**src/rtl/core/srsw_pkg.sv**
```systemverilog
`timescale 1ns / 1ps
// ----------------------------------------------------------------------------
// srsw_pkg
// Types and fixed constants of the selective-repeat sender window block.
// ----------------------------------------------------------------------------
package srsw_pkg;

   localparam int SEQ_W     = 17;
   localparam int TIMER_W   = 9;
   localparam int WSIZE_W   = 6;
   localparam int TIMEOUT_W = 8;
   localparam int TOTAL_W   = 16;
   localparam int CSR_IDX_W = 2;
   localparam int CSR_DAT_W = 16;

   // slot timer codes: zero is unsent or expired, all ones is acked
   localparam logic [TIMER_W-1:0] TIMER_IDLE  = '0;
   localparam logic [TIMER_W-1:0] TIMER_ACKED = '1;

   // register indexes
   localparam logic [CSR_IDX_W-1:0] CSR_WINDOW_SIZE   = 2'd0;
   localparam logic [CSR_IDX_W-1:0] CSR_TIMEOUT_TICKS = 2'd1;
   localparam logic [CSR_IDX_W-1:0] CSR_TOTAL_PACKETS = 2'd2;

   // reset values of the registers
   localparam logic [WSIZE_W-1:0]   WINDOW_SIZE_RST   = 6'd4;
   localparam logic [TIMEOUT_W-1:0] TIMEOUT_TICKS_RST = 8'd8;
   localparam logic [TOTAL_W-1:0]   TOTAL_PACKETS_RST = 16'd1;

   localparam logic CMD_TICK = 1'b0;
   localparam logic CMD_ACK  = 1'b1;

   localparam logic KIND_SEND   = 1'b0;
   localparam logic KIND_STATUS = 1'b1;

   typedef enum logic [3:0] {
      ST_CLEAR,
      ST_IDLE,
      ST_DISPATCH,
      ST_ACK_CHECK,
      ST_TICK_READ,
      ST_TICK_EVAL,
      ST_SLIDE_READ,
      ST_SLIDE_EVAL,
      ST_STATUS
   } state_type;

endpackage

```
**src/rtl/core/srsw_ram.sv**
```systemverilog
`timescale 1ns / 1ps
// ----------------------------------------------------------------------------
// srsw_ram
// Generic simple dual-port RAM: one write port, one read port, registered read.
// ----------------------------------------------------------------------------
module srsw_ram #(
   parameter int WIDTH = 8,
   parameter int DEPTH = 64
) (
   input  logic                     clock,
   input  logic                     wr_en,
   input  logic [$clog2(DEPTH)-1:0] wr_addr,
   input  logic [WIDTH-1:0]         wr_data,
   input  logic                     rd_en,
   input  logic [$clog2(DEPTH)-1:0] rd_addr,
   output logic [WIDTH-1:0]         rd_data
);

   logic [WIDTH-1:0] mem_ff [DEPTH];
   logic [WIDTH-1:0] rd_data_ff;

   always_ff @(posedge clock) begin
      if (wr_en) begin
         mem_ff[wr_addr] <= wr_data;
      end
      if (rd_en) begin
         rd_data_ff <= mem_ff[rd_addr];
      end
   end

   assign rd_data = rd_data_ff;

endmodule

```
**src/rtl/core/selective_repeat_sender_window_top.sv**
```systemverilog
`timescale 1ns / 1ps
// ----------------------------------------------------------------------------
// selective_repeat_sender_window_top
// Selective-repeat ARQ sender window: per-slot retransmit timers, send
// requests on each tick, ack marking and base sliding.
// ----------------------------------------------------------------------------
// One item at a time. The slot timers sit in a RAM with a registered read, so
// each slot visited takes a read state, then an update state (TICK_READ then
// TICK_EVAL on a tick, SLIDE_READ then SLIDE_EVAL as the base slides); a
// stalled result port can hold an item. After reset the block runs a clearing
// pass over every slot of the timer RAM and accepts no item until it is done;
// register writes are always taken. Every item ends with one status transfer
// flagged last.
// ----------------------------------------------------------------------------
module selective_repeat_sender_window_top #(
   parameter int WINDOW_MAX = 32,
   parameter int RING_SLOTS = 64
) (
   input  logic                            clock,
   input  logic                            reset,
   // request channel
   input  logic                            req_valid,
   output logic                            req_stall,
   input  logic                            req_command,
   input  logic [srsw_pkg::SEQ_W-1:0]      req_ack_seq,
   input  logic                            req_ack_good,
   // response channel
   output logic                            rsp_valid,
   input  logic                            rsp_stall,
   output logic                            rsp_kind,
   output logic [srsw_pkg::SEQ_W-1:0]      rsp_seq_num,
   output logic [srsw_pkg::SEQ_W-1:0]      rsp_window_base,
   output logic                            rsp_finished,
   output logic                            rsp_last,
   // register write channel
   input  logic                            csr_valid,
   output logic                            csr_ready,
   input  logic [srsw_pkg::CSR_IDX_W-1:0]  csr_index,
   input  logic [srsw_pkg::CSR_DAT_W-1:0]  csr_wdata
);

   localparam int WIN_LIM = (WINDOW_MAX < RING_SLOTS) ? WINDOW_MAX : RING_SLOTS;
   localparam int SLOT_W  = $clog2(RING_SLOTS);
   localparam int CNT_W   = $clog2(WIN_LIM + 1);
   localparam int N_W     = $clog2(RING_SLOTS + 1);
   localparam int SEQ_W   = srsw_pkg::SEQ_W;
   localparam int TIMER_W = srsw_pkg::TIMER_W;

   // configuration
   logic [srsw_pkg::WSIZE_W-1:0]   window_size_ff;
   logic [srsw_pkg::TIMEOUT_W-1:0] timeout_ticks_ff;
   logic [srsw_pkg::TOTAL_W-1:0]   total_packets_ff;

   // control state
   srsw_pkg::state_type state_ff, state_in;
   logic                cmd_ff, cmd_in;
   logic                ack_good_ff, ack_good_in;
   logic                ack_zero_ff, ack_zero_in;
   logic                term_ff, term_in;
   logic [CNT_W-1:0]    cnt_ff, cnt_in;
   logic [SEQ_W-1:0]    cur_idx_ff, cur_idx_in;
   logic [SLOT_W-1:0]   cur_slot_ff, cur_slot_in;
   logic [SEQ_W-1:0]    base_ff, base_in;
   logic [SLOT_W-1:0]   base_slot_ff, base_slot_in;
   logic                done_ff, done_in;
   logic [N_W-1:0]      slide_n_ff, slide_n_in;
   logic [SLOT_W-1:0]   clr_ff, clr_in;

   // result register
   logic                rsp_valid_ff;
   logic                rsp_kind_ff;
   logic [SEQ_W-1:0]    rsp_seq_num_ff;
   logic [SEQ_W-1:0]    rsp_window_base_ff;
   logic                rsp_finished_ff;
   logic                rsp_last_ff;

   logic                out_load;
   logic                out_kind;
   logic [SEQ_W-1:0]    out_seq;
   logic                out_last;
   logic                out_free;

   // timer RAM ports
   logic                ram_we;
   logic [SLOT_W-1:0]   ram_wa;
   logic [TIMER_W-1:0]  ram_wd;
   logic                ram_re;
   logic [SLOT_W-1:0]   ram_ra;
   logic [TIMER_W-1:0]  ram_rd;

   // derived values
   logic [CNT_W-1:0]    eff_w;
   logic [SEQ_W-1:0]    total_ext;
   logic [SEQ_W-1:0]    ack_diff;
   logic                ack_in_win;
   logic [SLOT_W:0]     mark_sum;
   logic [SLOT_W-1:0]   mark_slot;
   logic                walk_more;

   srsw_ram #(
      .WIDTH (TIMER_W),
      .DEPTH (RING_SLOTS)
   ) u_timer_ram (
      .clock   (clock),
      .wr_en   (ram_we),
      .wr_addr (ram_wa),
      .wr_data (ram_wd),
      .rd_en   (ram_re),
      .rd_addr (ram_ra),
      .rd_data (ram_rd)
   );

   function automatic logic [SLOT_W-1:0] slot_next(input logic [SLOT_W-1:0] s);
      logic [SLOT_W-1:0] r;
      if (s == SLOT_W'(RING_SLOTS - 1)) begin
         r = '0;
      end else begin
         r = s + SLOT_W'(1);
      end
      return r;
   endfunction

   assign total_ext = {1'b0, total_packets_ff};

   always_comb begin
      if ({1'b0, window_size_ff} > 7'(WIN_LIM)) begin
         eff_w = CNT_W'(WIN_LIM);
      end else begin
         eff_w = CNT_W'(window_size_ff);
      end
   end

   // ack window check; diff is only meaningful when the ack is at or above base
   assign ack_diff   = cur_idx_ff - base_ff;
   assign ack_in_win = (cur_idx_ff >= base_ff) &&
                       (ack_diff < SEQ_W'(eff_w)) &&
                       (cur_idx_ff <= total_ext);
   assign mark_sum   = {1'b0, base_slot_ff} + {1'b0, ack_diff[SLOT_W-1:0]};
   assign mark_slot  = (mark_sum >= (SLOT_W+1)'(RING_SLOTS)) ?
                       SLOT_W'(mark_sum - (SLOT_W+1)'(RING_SLOTS)) : mark_sum[SLOT_W-1:0];

   assign walk_more  = term_ff ? (cnt_ff == '0)
                               : ((cnt_ff < eff_w) && (cur_idx_ff < total_ext));

   assign out_free   = !rsp_valid_ff || !rsp_stall;

   // configuration port
   assign csr_ready = 1'b1;

   always_ff @(posedge clock) begin
      if (reset) begin
         window_size_ff   <= srsw_pkg::WINDOW_SIZE_RST;
         timeout_ticks_ff <= srsw_pkg::TIMEOUT_TICKS_RST;
         total_packets_ff <= srsw_pkg::TOTAL_PACKETS_RST;
      end else if (csr_valid && csr_ready) begin
         unique case (csr_index)
            srsw_pkg::CSR_WINDOW_SIZE:   window_size_ff   <= csr_wdata[srsw_pkg::WSIZE_W-1:0];
            srsw_pkg::CSR_TIMEOUT_TICKS: timeout_ticks_ff <= csr_wdata[srsw_pkg::TIMEOUT_W-1:0];
            srsw_pkg::CSR_TOTAL_PACKETS: total_packets_ff <= csr_wdata[srsw_pkg::TOTAL_W-1:0];
            default: ;
         endcase
      end
   end

   // state register
   always_ff @(posedge clock) begin
      if (reset) begin
         state_ff     <= srsw_pkg::ST_CLEAR;
         base_ff      <= '0;
         base_slot_ff <= '0;
         done_ff      <= 1'b0;
         clr_ff       <= '0;
         cnt_ff       <= '0;
         slide_n_ff   <= '0;
         term_ff      <= 1'b0;
         cmd_ff       <= srsw_pkg::CMD_TICK;
         ack_good_ff  <= 1'b0;
         ack_zero_ff  <= 1'b0;
      end else begin
         state_ff     <= state_in;
         base_ff      <= base_in;
         base_slot_ff <= base_slot_in;
         done_ff      <= done_in;
         clr_ff       <= clr_in;
         cnt_ff       <= cnt_in;
         slide_n_ff   <= slide_n_in;
         term_ff      <= term_in;
         cmd_ff       <= cmd_in;
         ack_good_ff  <= ack_good_in;
         ack_zero_ff  <= ack_zero_in;
      end
   end

   always_ff @(posedge clock) begin
      cur_idx_ff  <= cur_idx_in;
      cur_slot_ff <= cur_slot_in;
   end

   // sequencer
   always_comb begin
      state_in     = state_ff;
      cmd_in       = cmd_ff;
      ack_good_in  = ack_good_ff;
      ack_zero_in  = ack_zero_ff;
      term_in      = term_ff;
      cnt_in       = cnt_ff;
      cur_idx_in   = cur_idx_ff;
      cur_slot_in  = cur_slot_ff;
      base_in      = base_ff;
      base_slot_in = base_slot_ff;
      done_in      = done_ff;
      slide_n_in   = slide_n_ff;
      clr_in       = clr_ff;

      ram_we   = 1'b0;
      ram_wa   = cur_slot_ff;
      ram_wd   = srsw_pkg::TIMER_IDLE;
      ram_re   = 1'b0;
      ram_ra   = cur_slot_ff;

      out_load = 1'b0;
      out_kind = srsw_pkg::KIND_STATUS;
      out_seq  = '0;
      out_last = 1'b1;

      unique case (state_ff)
         srsw_pkg::ST_CLEAR: begin
            ram_we = 1'b1;
            ram_wa = clr_ff;
            clr_in = slot_next(clr_ff);
            if (clr_ff == SLOT_W'(RING_SLOTS - 1)) begin
               state_in = srsw_pkg::ST_IDLE;
            end
         end

         srsw_pkg::ST_IDLE: begin
            if (req_valid) begin
               cmd_in      = req_command;
               ack_good_in = req_ack_good;
               ack_zero_in = (req_ack_seq == '0);
               cur_idx_in  = req_ack_seq - SEQ_W'(1);
               state_in    = srsw_pkg::ST_DISPATCH;
            end
         end

         srsw_pkg::ST_DISPATCH: begin
            if (cmd_ff == srsw_pkg::CMD_TICK) begin
               cnt_in      = '0;
               cur_idx_in  = base_ff;
               cur_slot_in = base_slot_ff;
               term_in     = (base_ff == total_ext);
               if (!done_ff && (base_ff <= total_ext)) begin
                  state_in = srsw_pkg::ST_TICK_READ;
               end else begin
                  state_in = srsw_pkg::ST_STATUS;
               end
            end else if (!ack_good_ff) begin
               state_in = srsw_pkg::ST_STATUS;
            end else if (ack_zero_ff) begin
               done_in  = 1'b1;
               state_in = srsw_pkg::ST_STATUS;
            end else begin
               state_in = srsw_pkg::ST_ACK_CHECK;
            end
         end

         srsw_pkg::ST_ACK_CHECK: begin
            slide_n_in = '0;
            if (ack_in_win) begin
               ram_we   = 1'b1;
               ram_wa   = mark_slot;
               ram_wd   = srsw_pkg::TIMER_ACKED;
               state_in = srsw_pkg::ST_SLIDE_READ;
            end else begin
               state_in = srsw_pkg::ST_STATUS;
            end
         end

         srsw_pkg::ST_TICK_READ: begin
            if (walk_more) begin
               ram_re   = 1'b1;
               ram_ra   = cur_slot_ff;
               state_in = srsw_pkg::ST_TICK_EVAL;
            end else begin
               state_in = srsw_pkg::ST_STATUS;
            end
         end

         srsw_pkg::ST_TICK_EVAL: begin
            // holds here while a send result cannot be placed
            if (ram_rd != srsw_pkg::TIMER_IDLE || out_free) begin
               cnt_in      = cnt_ff + CNT_W'(1);
               cur_idx_in  = cur_idx_ff + SEQ_W'(1);
               cur_slot_in = slot_next(cur_slot_ff);
               state_in    = srsw_pkg::ST_TICK_READ;
            end
            if (ram_rd == srsw_pkg::TIMER_IDLE) begin
               if (out_free) begin
                  out_load = 1'b1;
                  out_kind = srsw_pkg::KIND_SEND;
                  out_seq  = cur_idx_ff + SEQ_W'(1);
                  out_last = 1'b0;
                  ram_we   = 1'b1;
                  ram_wd   = {1'b0, timeout_ticks_ff};
               end
            end else if (ram_rd != srsw_pkg::TIMER_ACKED) begin
               ram_we = 1'b1;
               ram_wd = ram_rd - TIMER_W'(1);
            end
         end

         srsw_pkg::ST_SLIDE_READ: begin
            if ((base_ff <= total_ext) && (slide_n_ff < N_W'(RING_SLOTS))) begin
               ram_re   = 1'b1;
               ram_ra   = base_slot_ff;
               state_in = srsw_pkg::ST_SLIDE_EVAL;
            end else begin
               state_in = srsw_pkg::ST_STATUS;
            end
         end

         srsw_pkg::ST_SLIDE_EVAL: begin
            if (ram_rd == srsw_pkg::TIMER_ACKED) begin
               // free the slot for the index one ring later
               ram_we       = 1'b1;
               ram_wa       = base_slot_ff;
               ram_wd       = srsw_pkg::TIMER_IDLE;
               base_in      = base_ff + SEQ_W'(1);
               base_slot_in = slot_next(base_slot_ff);
               slide_n_in   = slide_n_ff + N_W'(1);
               state_in     = srsw_pkg::ST_SLIDE_READ;
            end else begin
               state_in = srsw_pkg::ST_STATUS;
            end
         end

         srsw_pkg::ST_STATUS: begin
            if (out_free) begin
               out_load = 1'b1;
               state_in = srsw_pkg::ST_IDLE;
            end
         end

         default: begin
            state_in = srsw_pkg::ST_IDLE;
         end
      endcase
   end

   assign req_stall = (state_ff != srsw_pkg::ST_IDLE);

   // result register, refilled in the cycle the previous transfer completes
   always_ff @(posedge clock) begin
      if (reset) begin
         rsp_valid_ff <= 1'b0;
      end else if (out_load) begin
         rsp_valid_ff <= 1'b1;
      end else if (!rsp_stall) begin
         rsp_valid_ff <= 1'b0;
      end
   end

   always_ff @(posedge clock) begin
      if (out_load) begin
         rsp_kind_ff        <= out_kind;
         rsp_seq_num_ff     <= out_seq;
         rsp_window_base_ff <= base_ff;
         rsp_finished_ff    <= done_ff;
         rsp_last_ff        <= out_last;
      end
   end

   assign rsp_valid       = rsp_valid_ff;
   assign rsp_kind        = rsp_kind_ff;
   assign rsp_seq_num     = rsp_seq_num_ff;
   assign rsp_window_base = rsp_window_base_ff;
   assign rsp_finished    = rsp_finished_ff;
   assign rsp_last        = rsp_last_ff;

endmodule

```
**config.mk**
```make
export PLATFORM = sky130hd
export DESIGN_NAME = selective_repeat_sender_window_top
export DESIGN_NICKNAME = d
export VERILOG_FILES = /design/src/rtl/core/srsw_pkg.sv /design/src/rtl/core/srsw_ram.sv /design/src/rtl/core/selective_repeat_sender_window_top.sv
export SDC_FILE = /design/constraint.sdc
export NUM_CORES = 1
export LEC_CHECK = 0
export BUFFER_PORTS_ARGS = -buffer_cell sky130_fd_sc_hd__buf_4
export CORE_MARGIN = 2
export CORE_UTILIZATION = 50
export DETAILED_ROUTE_END_ITERATION = 10
export PLACE_DENSITY_LB_ADDON = 0.15
export SYNTH_ARGS = -nofsm -noshare
export SYNTH_HDL_FRONTEND = slang
export SYNTH_SLANG_ARGS = --single-unit
```
**constraint.sdc**
```tcl
create_clock -name clock -period 7.3 [get_ports clock]
set_input_delay 0 -clock clock [delete_from_list [all_inputs] [get_ports clock]]
set_output_delay 0 -clock clock [all_outputs]
set_load 0.02 [all_outputs]
```
Word-level counts from Yosys, hierarchy flattened:

Memory sizes are Yosys's and may differ from the RTL's. A register that Yosys moved wholly into a read port is not among the register bits.
Cells that the tools add are included.

* ROM bits: 0
* logic and storage cells: 157
* output and inout port bits: 40
* latch bits: 0
* bits in registers: 141
* memories kept: 1
* memory bits (writable): 576

Memories
* u_timer_ram.mem_ff: depth 64, bits a word 9, read ports 1, clocked after Yosys merged registers in 1, wr ports 1, RTL line srsw_ram.sv:19 `logic [WIDTH-1:0] mem_ff [DEPTH];`

* equal/unequal tests: 24
* bitwise operators: 1
* add/subtract/negate cells: 12
* divide/modulo/power cells: 0
* multipliers: 0
* magnitude comparators: 9
* reductions and logical operators: 32
* muxes and demuxes: 57
* shift operators: 0

Operators by type and width (count)
* 6-bit 2-to-1 mux: 13
* 17-bit 2-to-1 mux: 3
* 17-bit one-hot mux with 3 select lines: 1
* 4-bit 2-to-1 mux: 12
* 4-bit one-hot mux with 9 select lines: 1
* 17-bit by 1-bit adder with 17-bit output, second input constant: 2
* 17-bit by 16-bit less-or-equal comparator with 1-bit output: 2
* 9-bit 2-to-1 mux: 3
* 6-bit by 1-bit adder with 6-bit output, second input constant: 4
* 6-bit one-hot mux with 2 select lines: 2
* 6-bit equality test, second input constant: 3
* 6-bit one-hot mux with 3 select lines: 1
* 9-bit one-hot mux with 2 select lines: 1
* 17-bit by 16-bit equality test with 1-bit output: 1
* 17-bit greater-or-equal comparator: 1
* 17-bit zero test: 1
* 17-bit by 16-bit < comparator with 1-bit output: 1
* 17-bit by 6-bit < comparator with 1-bit output: 1
* 17-bit by 1-bit subtractor with 17-bit output, second input constant: 1
* 17-bit subtractor: 1
* 4-bit by 3-bit equality test with 1-bit output, second input constant: 4
* 2-bit AND reduction: 8
* 1-bit 2-to-1 mux: 14
* 7-bit one-hot mux with 2 select lines: 1
* other kinds (35): 53

Logic depth before layout (Yosys ltp):

* depth in word-level cells: 9
* mapped depth: 20
* gate-level depth less buffers: 18

By module:

Synthesis repeated with hierarchy kept, for this count alone.

* cell total of the unflattened synthesis: 2137
* area, all modules: 32293.5 um^2

Modules (own cells, without submodules)
* srsw_ram: cells an instance 1063, area an instance 22947.0 um^2, sequential area each 17566.8 um^2, times used 1
* selective_repeat_sender_window_top: cells an instance 1074, area an instance 9346.5 um^2, sequential area each 3413.3 um^2, times used 1

Worst setup path before layout:

Ideal clock, no wire load.

* path type: register to register
* start point: register base_ff[1]
* end point: memory u_timer_ram.mem_ff[0][8] (netlist bit) (data pin)
* buffers on the path: 2
* arrival: 5.165 ns
* period minus slack after synthesis: 5.867 ns
* stages on the path, launching flop included: 19
* setup slack: 1.433 ns
* data required time: 6.598 ns
* cells stage by stage: dfxtp_1 > inv_1 > ha_1 > nor2b_1 > o21ai_0 > nand2_1 > a31oi_1 > xnor2_1 > ha_1 > a21oi_1 > o21ai_0 > a2111oi_2 > nand3_1 > or4_4 > or3_1 > buf_6 > or2_2 > clkbuf_1 > o21ai_0

* longest elaborated chain between the ends: 6
* elaborated cells on any way between the ends: 7
* classes of those cells: add/sub (1); order compare (2); mux (2); reduce/logical (2)

RTL lines
* start: declaration: RTL line selective_repeat_sender_window_top.sv:63 `logic [SEQ_W-1:0] base_ff, base_in;`
* start signal: assignment: RTL line selective_repeat_sender_window_top.sv:181 `base_ff <= base_in;`
* 17-bit subtractor: RTL line selective_repeat_sender_window_top.sv:134 `assign ack_diff = cur_idx_ff - base_ff;`
* 17-bit by 6-bit < comparator with 1-bit output: RTL line selective_repeat_sender_window_top.sv:136 `(ack_diff < SEQ_W'(eff_w)) &&`
* 1-bit logical AND *: RTL line selective_repeat_sender_window_top.sv:135 `assign ack_in_win = (cur_idx_ff >= base_ff) &&`
* 1-bit logical AND *: RTL line selective_repeat_sender_window_top.sv:136
* 9-bit 2-to-1 mux *: RTL line selective_repeat_sender_window_top.sv:269 `if (ack_in_win) begin`
* 9-bit one-hot mux with 2 select lines *: RTL line selective_repeat_sender_window_top.sv:226 `unique case (state_ff)`
* via ram_wd[8]: RTL line selective_repeat_sender_window_top.sv:86 `logic [TIMER_W-1:0] ram_wd;`
* end: declaration: RTL line srsw_ram.sv:19

Mark *: on every way through the listed nets, which the timed path passes. The rest lies on a longest branch.

Final worst setup path:

* start point: register base_ff[1]
* end point: memory u_timer_ram.mem_ff[9][2] (netlist bit) (enable)

* longest elaborated chain between the ends: 8
* elaborated cells on any way between the ends: 15
* classes of those cells: add/sub (3); order compare (3); mux (7); reduce/logical (2)

RTL lines
* branches (longest 8 deep; another with 17-bit subtractor)

Parallel ways; which one is timed is not known.

==> flow_summary.ini <==
[synthesis]
synth_top_cells_by_count = 644 x sky130_fd_sc_hd__edfxtp_1, 572 x sky130_fd_sc_hd__nand2_1, 166 x sky130_fd_sc_hd__nand3_1, 154 x sky130_fd_sc_hd__nor2_1, 129 x sky130_fd_sc_hd__a21oi_1
mappedNetlistNets = 2871
synthesis.yosys.warnings = 0
postSynthCellCount = 2752
post_synth_num_cell_types = 83
synth.most_common_cell = sky130_fd_sc_hd__edfxtp_1
dominantRegCellSynth = sky130_fd_sc_hd__edfxtp_1
yosysSeqAreaShare = 0.650
netlist_area_sq_um = 32300
synth_enable_flop_cells = 644
netlist.top_cell.by_area = sky130_fd_sc_hd__edfxtp_1
largest_cells_by_area_after_synthesis = sky130_fd_sc_hd__edfxtp_1 60%, sky130_fd_sc_hd__nand2_1 6.7%, sky130_fd_sc_hd__dfxtp_1 5.1%, sky130_fd_sc_hd__ha_1 2.9%, sky130_fd_sc_hd__nand3_1 2.6%
share_of_flip_flops_with_an_asynchronous_set_or_reset = 0
syn_avg_cell_area_sq_um = 11.7
ys_seq_elements = 726
synth.top_cell.area_share = 0.599

[power]
seqPwrFrac = 0.520
worst_ir_drop_vdd_uv = 207
finalPower_w = 0.00884
power-per-cell-area_nw_per_um2 = 238
clock_power_share = 0.426
power.net_switching_w = 0.00194
internal-power_w = 0.00690
static_leakage_power_nw = 13.1
power.switching_fraction = 0.219
comb_power_share = 0.054

[detailed_routing]
vias_per_cell = 6.00
routed_wire_length_per_instance_um = 23.3
drt-pass1-iter-count = 6
drt_drc_violations_left = 0
overall_via_count_from_detail_route = 22800
drtAntennaViolNets = 0
route.final.wire_length_um = 88600
drt_first_iter_violations = 2525

[sta]
fin_setup_tns_ns = 0
period_needed_ns = 6.20
achievable-frequency_mhz = 161
fin_skew_ns = 0.0477
final_hold_viol_count = 0
slew_headroom = 0.139
setup_viol = 0
final_critical_path_setup_slack_ns = 1.10
unrepaired_setup_endpoints_after_global_routing = false
worst-slew-pin-transition_ns = 1.26
layout_worst_path_cycle_share = 0.849
slew_violations = 0

[clock_tree]
clock_tree_from_tritoncts = yes
clkTransAtPathRegs_ns = 0.07
cts_num_sinks = 726
cts_bufs_inserted = 75
cts.path.max_buffers = 3
cts.repair.resized = 0
htree_levels = 3
cts_root_buf = sky130_fd_sc_hd__clkbuf_16
worstSkewPairLatency_ns = 0.63

[grt]
grt_max_degree = 148
grt_util_overall = 0.265
antenna_found_initial = 0
grt_pass1_wl_um = 135000
globalRoute.totalOverflow = 0
first_global_vias = 22300

[floorplan]
pin_count = 82
core_area_sq_um = 64100
die-area_sq_um = 66600
die_h_um = 258
floorplan.initialDensity = 0.503
std_cell_rows = 93
die-width_um = 258

[final_layout]
final-instance-count-excl-fill = 3806
drive_gt1_frac = 0.113
synthToLayoutAreaGrowth_pct = 15.0
layout.nets = 3008

[critical_path]
cpMaxStageDelayCell = sky130_fd_sc_hd__nor2_1
worstPathArrival_ns = 6.42
critical_path.max_fanout = 9
critical_path.startpoint_type = flop
cpPeakStageDelay_ns = 0.81
crit_path_end_kind = flop
timing.setup.critical_path_class = flop to flop
timing.critical_path.required_ns = 7.52
crit_chain = inv_1, ha_1, nor2b_1, o21ai_0, nand2_1, a31oi_1, xnor2_1, ha_1, a21oi_1, o21ai_0, a2111oi_2, nand3_1, or4_4, or3_1, o221a_2, or2_1, nand2b_4, nor2_1

[placement]
detailedPlace.worstSlack_ns = 1.13
io_buffers = 80
hpwl_reported_at_the_end_of_detailed_placement_um = 58600
gp_congestion = 0.914
placedCellCount = 3605

[min_path]
hold_path_class = primary input to flop

[outcome]
outcome = completed

[flow_run]
cap_violations = 0
==> power groups by stage <==
stage	Combinational [W]	Clock, W	Sequential, W
2_1_floorplan	0.000292	0	0.00467
3_3_place_gp	0.000435	0	0.00468
3_5_place_dp	0.000442	0	0.00468
4_1_cts	0.000469	0.00382	0.00459
5_1_grt	0.000518	0.00398	0.00460
6_report	0.000476	0.00376	0.00460
==> final timing paths <==
| kind | start | to | slack [ns] | depth (start not counted) |
|---|---|---|---|---|
| setup / recovery | base_ff[1] | u_timer_ram.mem_ff[9][2] | 1.10 | 18 |
| hold / removal | req_ack_seq[1] | cur_idx_ff[5] | 0.05 | 4 |
| setup reg to reg | base_ff[1] | u_timer_ram.mem_ff[9][2] | 1.10 | 18 |
| hold reg to reg | total_packets_ff[2] | total_packets_ff[2] | 0.45 | 2 |
==> layout by cell type, fill, tap and decap left out, drive strengths merged, types with 72 or more instances in the layout <==
| cell | instances |
|---|---|
| a21oi | 129 |
| a31oi | 84 |
| buf | 155 |
| clkbuf | 90 |
| dfxtp | 82 |
| edfxtp | 644 |
| ha | 75 |
| nand2 | 573 |
| nand3 | 166 |
| nor2 | 154 |
| o21ai | 72 |
==> metal layers <==
metal | routed length [um] | GRT usage
met1 | 37800 | 0.369
met4 | 2410 | 0.0877
met3 | 6350 | 0.0403
met5 | 0 | 0
met2 | 42000 | 0.430
==> registers in the layout, indices dropped and copies added, names as in the netlist, 4 cells and up <==
| signal | flops |
|---|---|
| base_ff | 17 |
| base_slot_ff | 6 |
| clr_ff | 6 |
| cnt_ff | 6 |
| cur_idx_ff | 17 |
| cur_slot_ff | 6 |
| rsp_seq_num | 17 |
| rsp_window_base | 17 |
| slide_n_ff | 7 |
| state_ff | 4 |
| timeout_ticks_ff | 8 |
| total_packets_ff | 16 |
| u_timer_ram.mem_ff | 576 |
| u_timer_ram.rd_data | 9 |
| window_size_ff | 6 |
==> kinds of logic after synthesis <==
group | share of synthesized area
XOR/XNOR | 0.0206
adder cells (fa/ha/maj) | 0.0303
other | 0.000116
multiplexers | 0.00977
AO/OA/AOI/OAI | 0.107
flip-flops | 0.650
AND/OR/NAND/NOR | 0.155
buffers and inverters | 0.0271
==> stage by stage <==
stage | util | hold slack, ns | cell area (sq um)
global placement | 0.531 | 0.244 | 34100
detailed placement | 0.531 | 0.248 | 34100
CTS | 0.579 | 0.00553 | 37100
finish | 0.579 | 0.0476 | 37100
floorplan | - | 0.118 | 32300
global route | 0.579 | 0.0156 | 37100
==> final cells by class <==
type | count | area (sq um)
Clock buffer | 90 | 2030
Antenna cell | 1 | 2.50
Sequential cell | 726 | 21000
Timing Repair Buffer | 217 | 1830
Multi-Input combinational cell | 1807 | 10600
Inverter | 62 | 233
Tap cell | 855 | 1070
Clock inverter | 48 | 397
Fill cell | 5154 | 27000
==> what timing repair did <==
action	4_1_cts	5_1_grt
setup buffers	0	0
hold buffers	62	0
endpoints found under the hold margin	82	0
==> critical path: cells and delay by family (launching register included) <==
kind / cells / cell delay [ns]
buf+inv: 1 / 0.08
fa+ha+maj: 2 / 0.56
xor+xnor: 1 / 0.20
flops: 1 / 0.50
simple gates: 8 / 2.97
compound gates: 6 / 1.45
No activity file was read; power rests on OpenSTA's default activity.
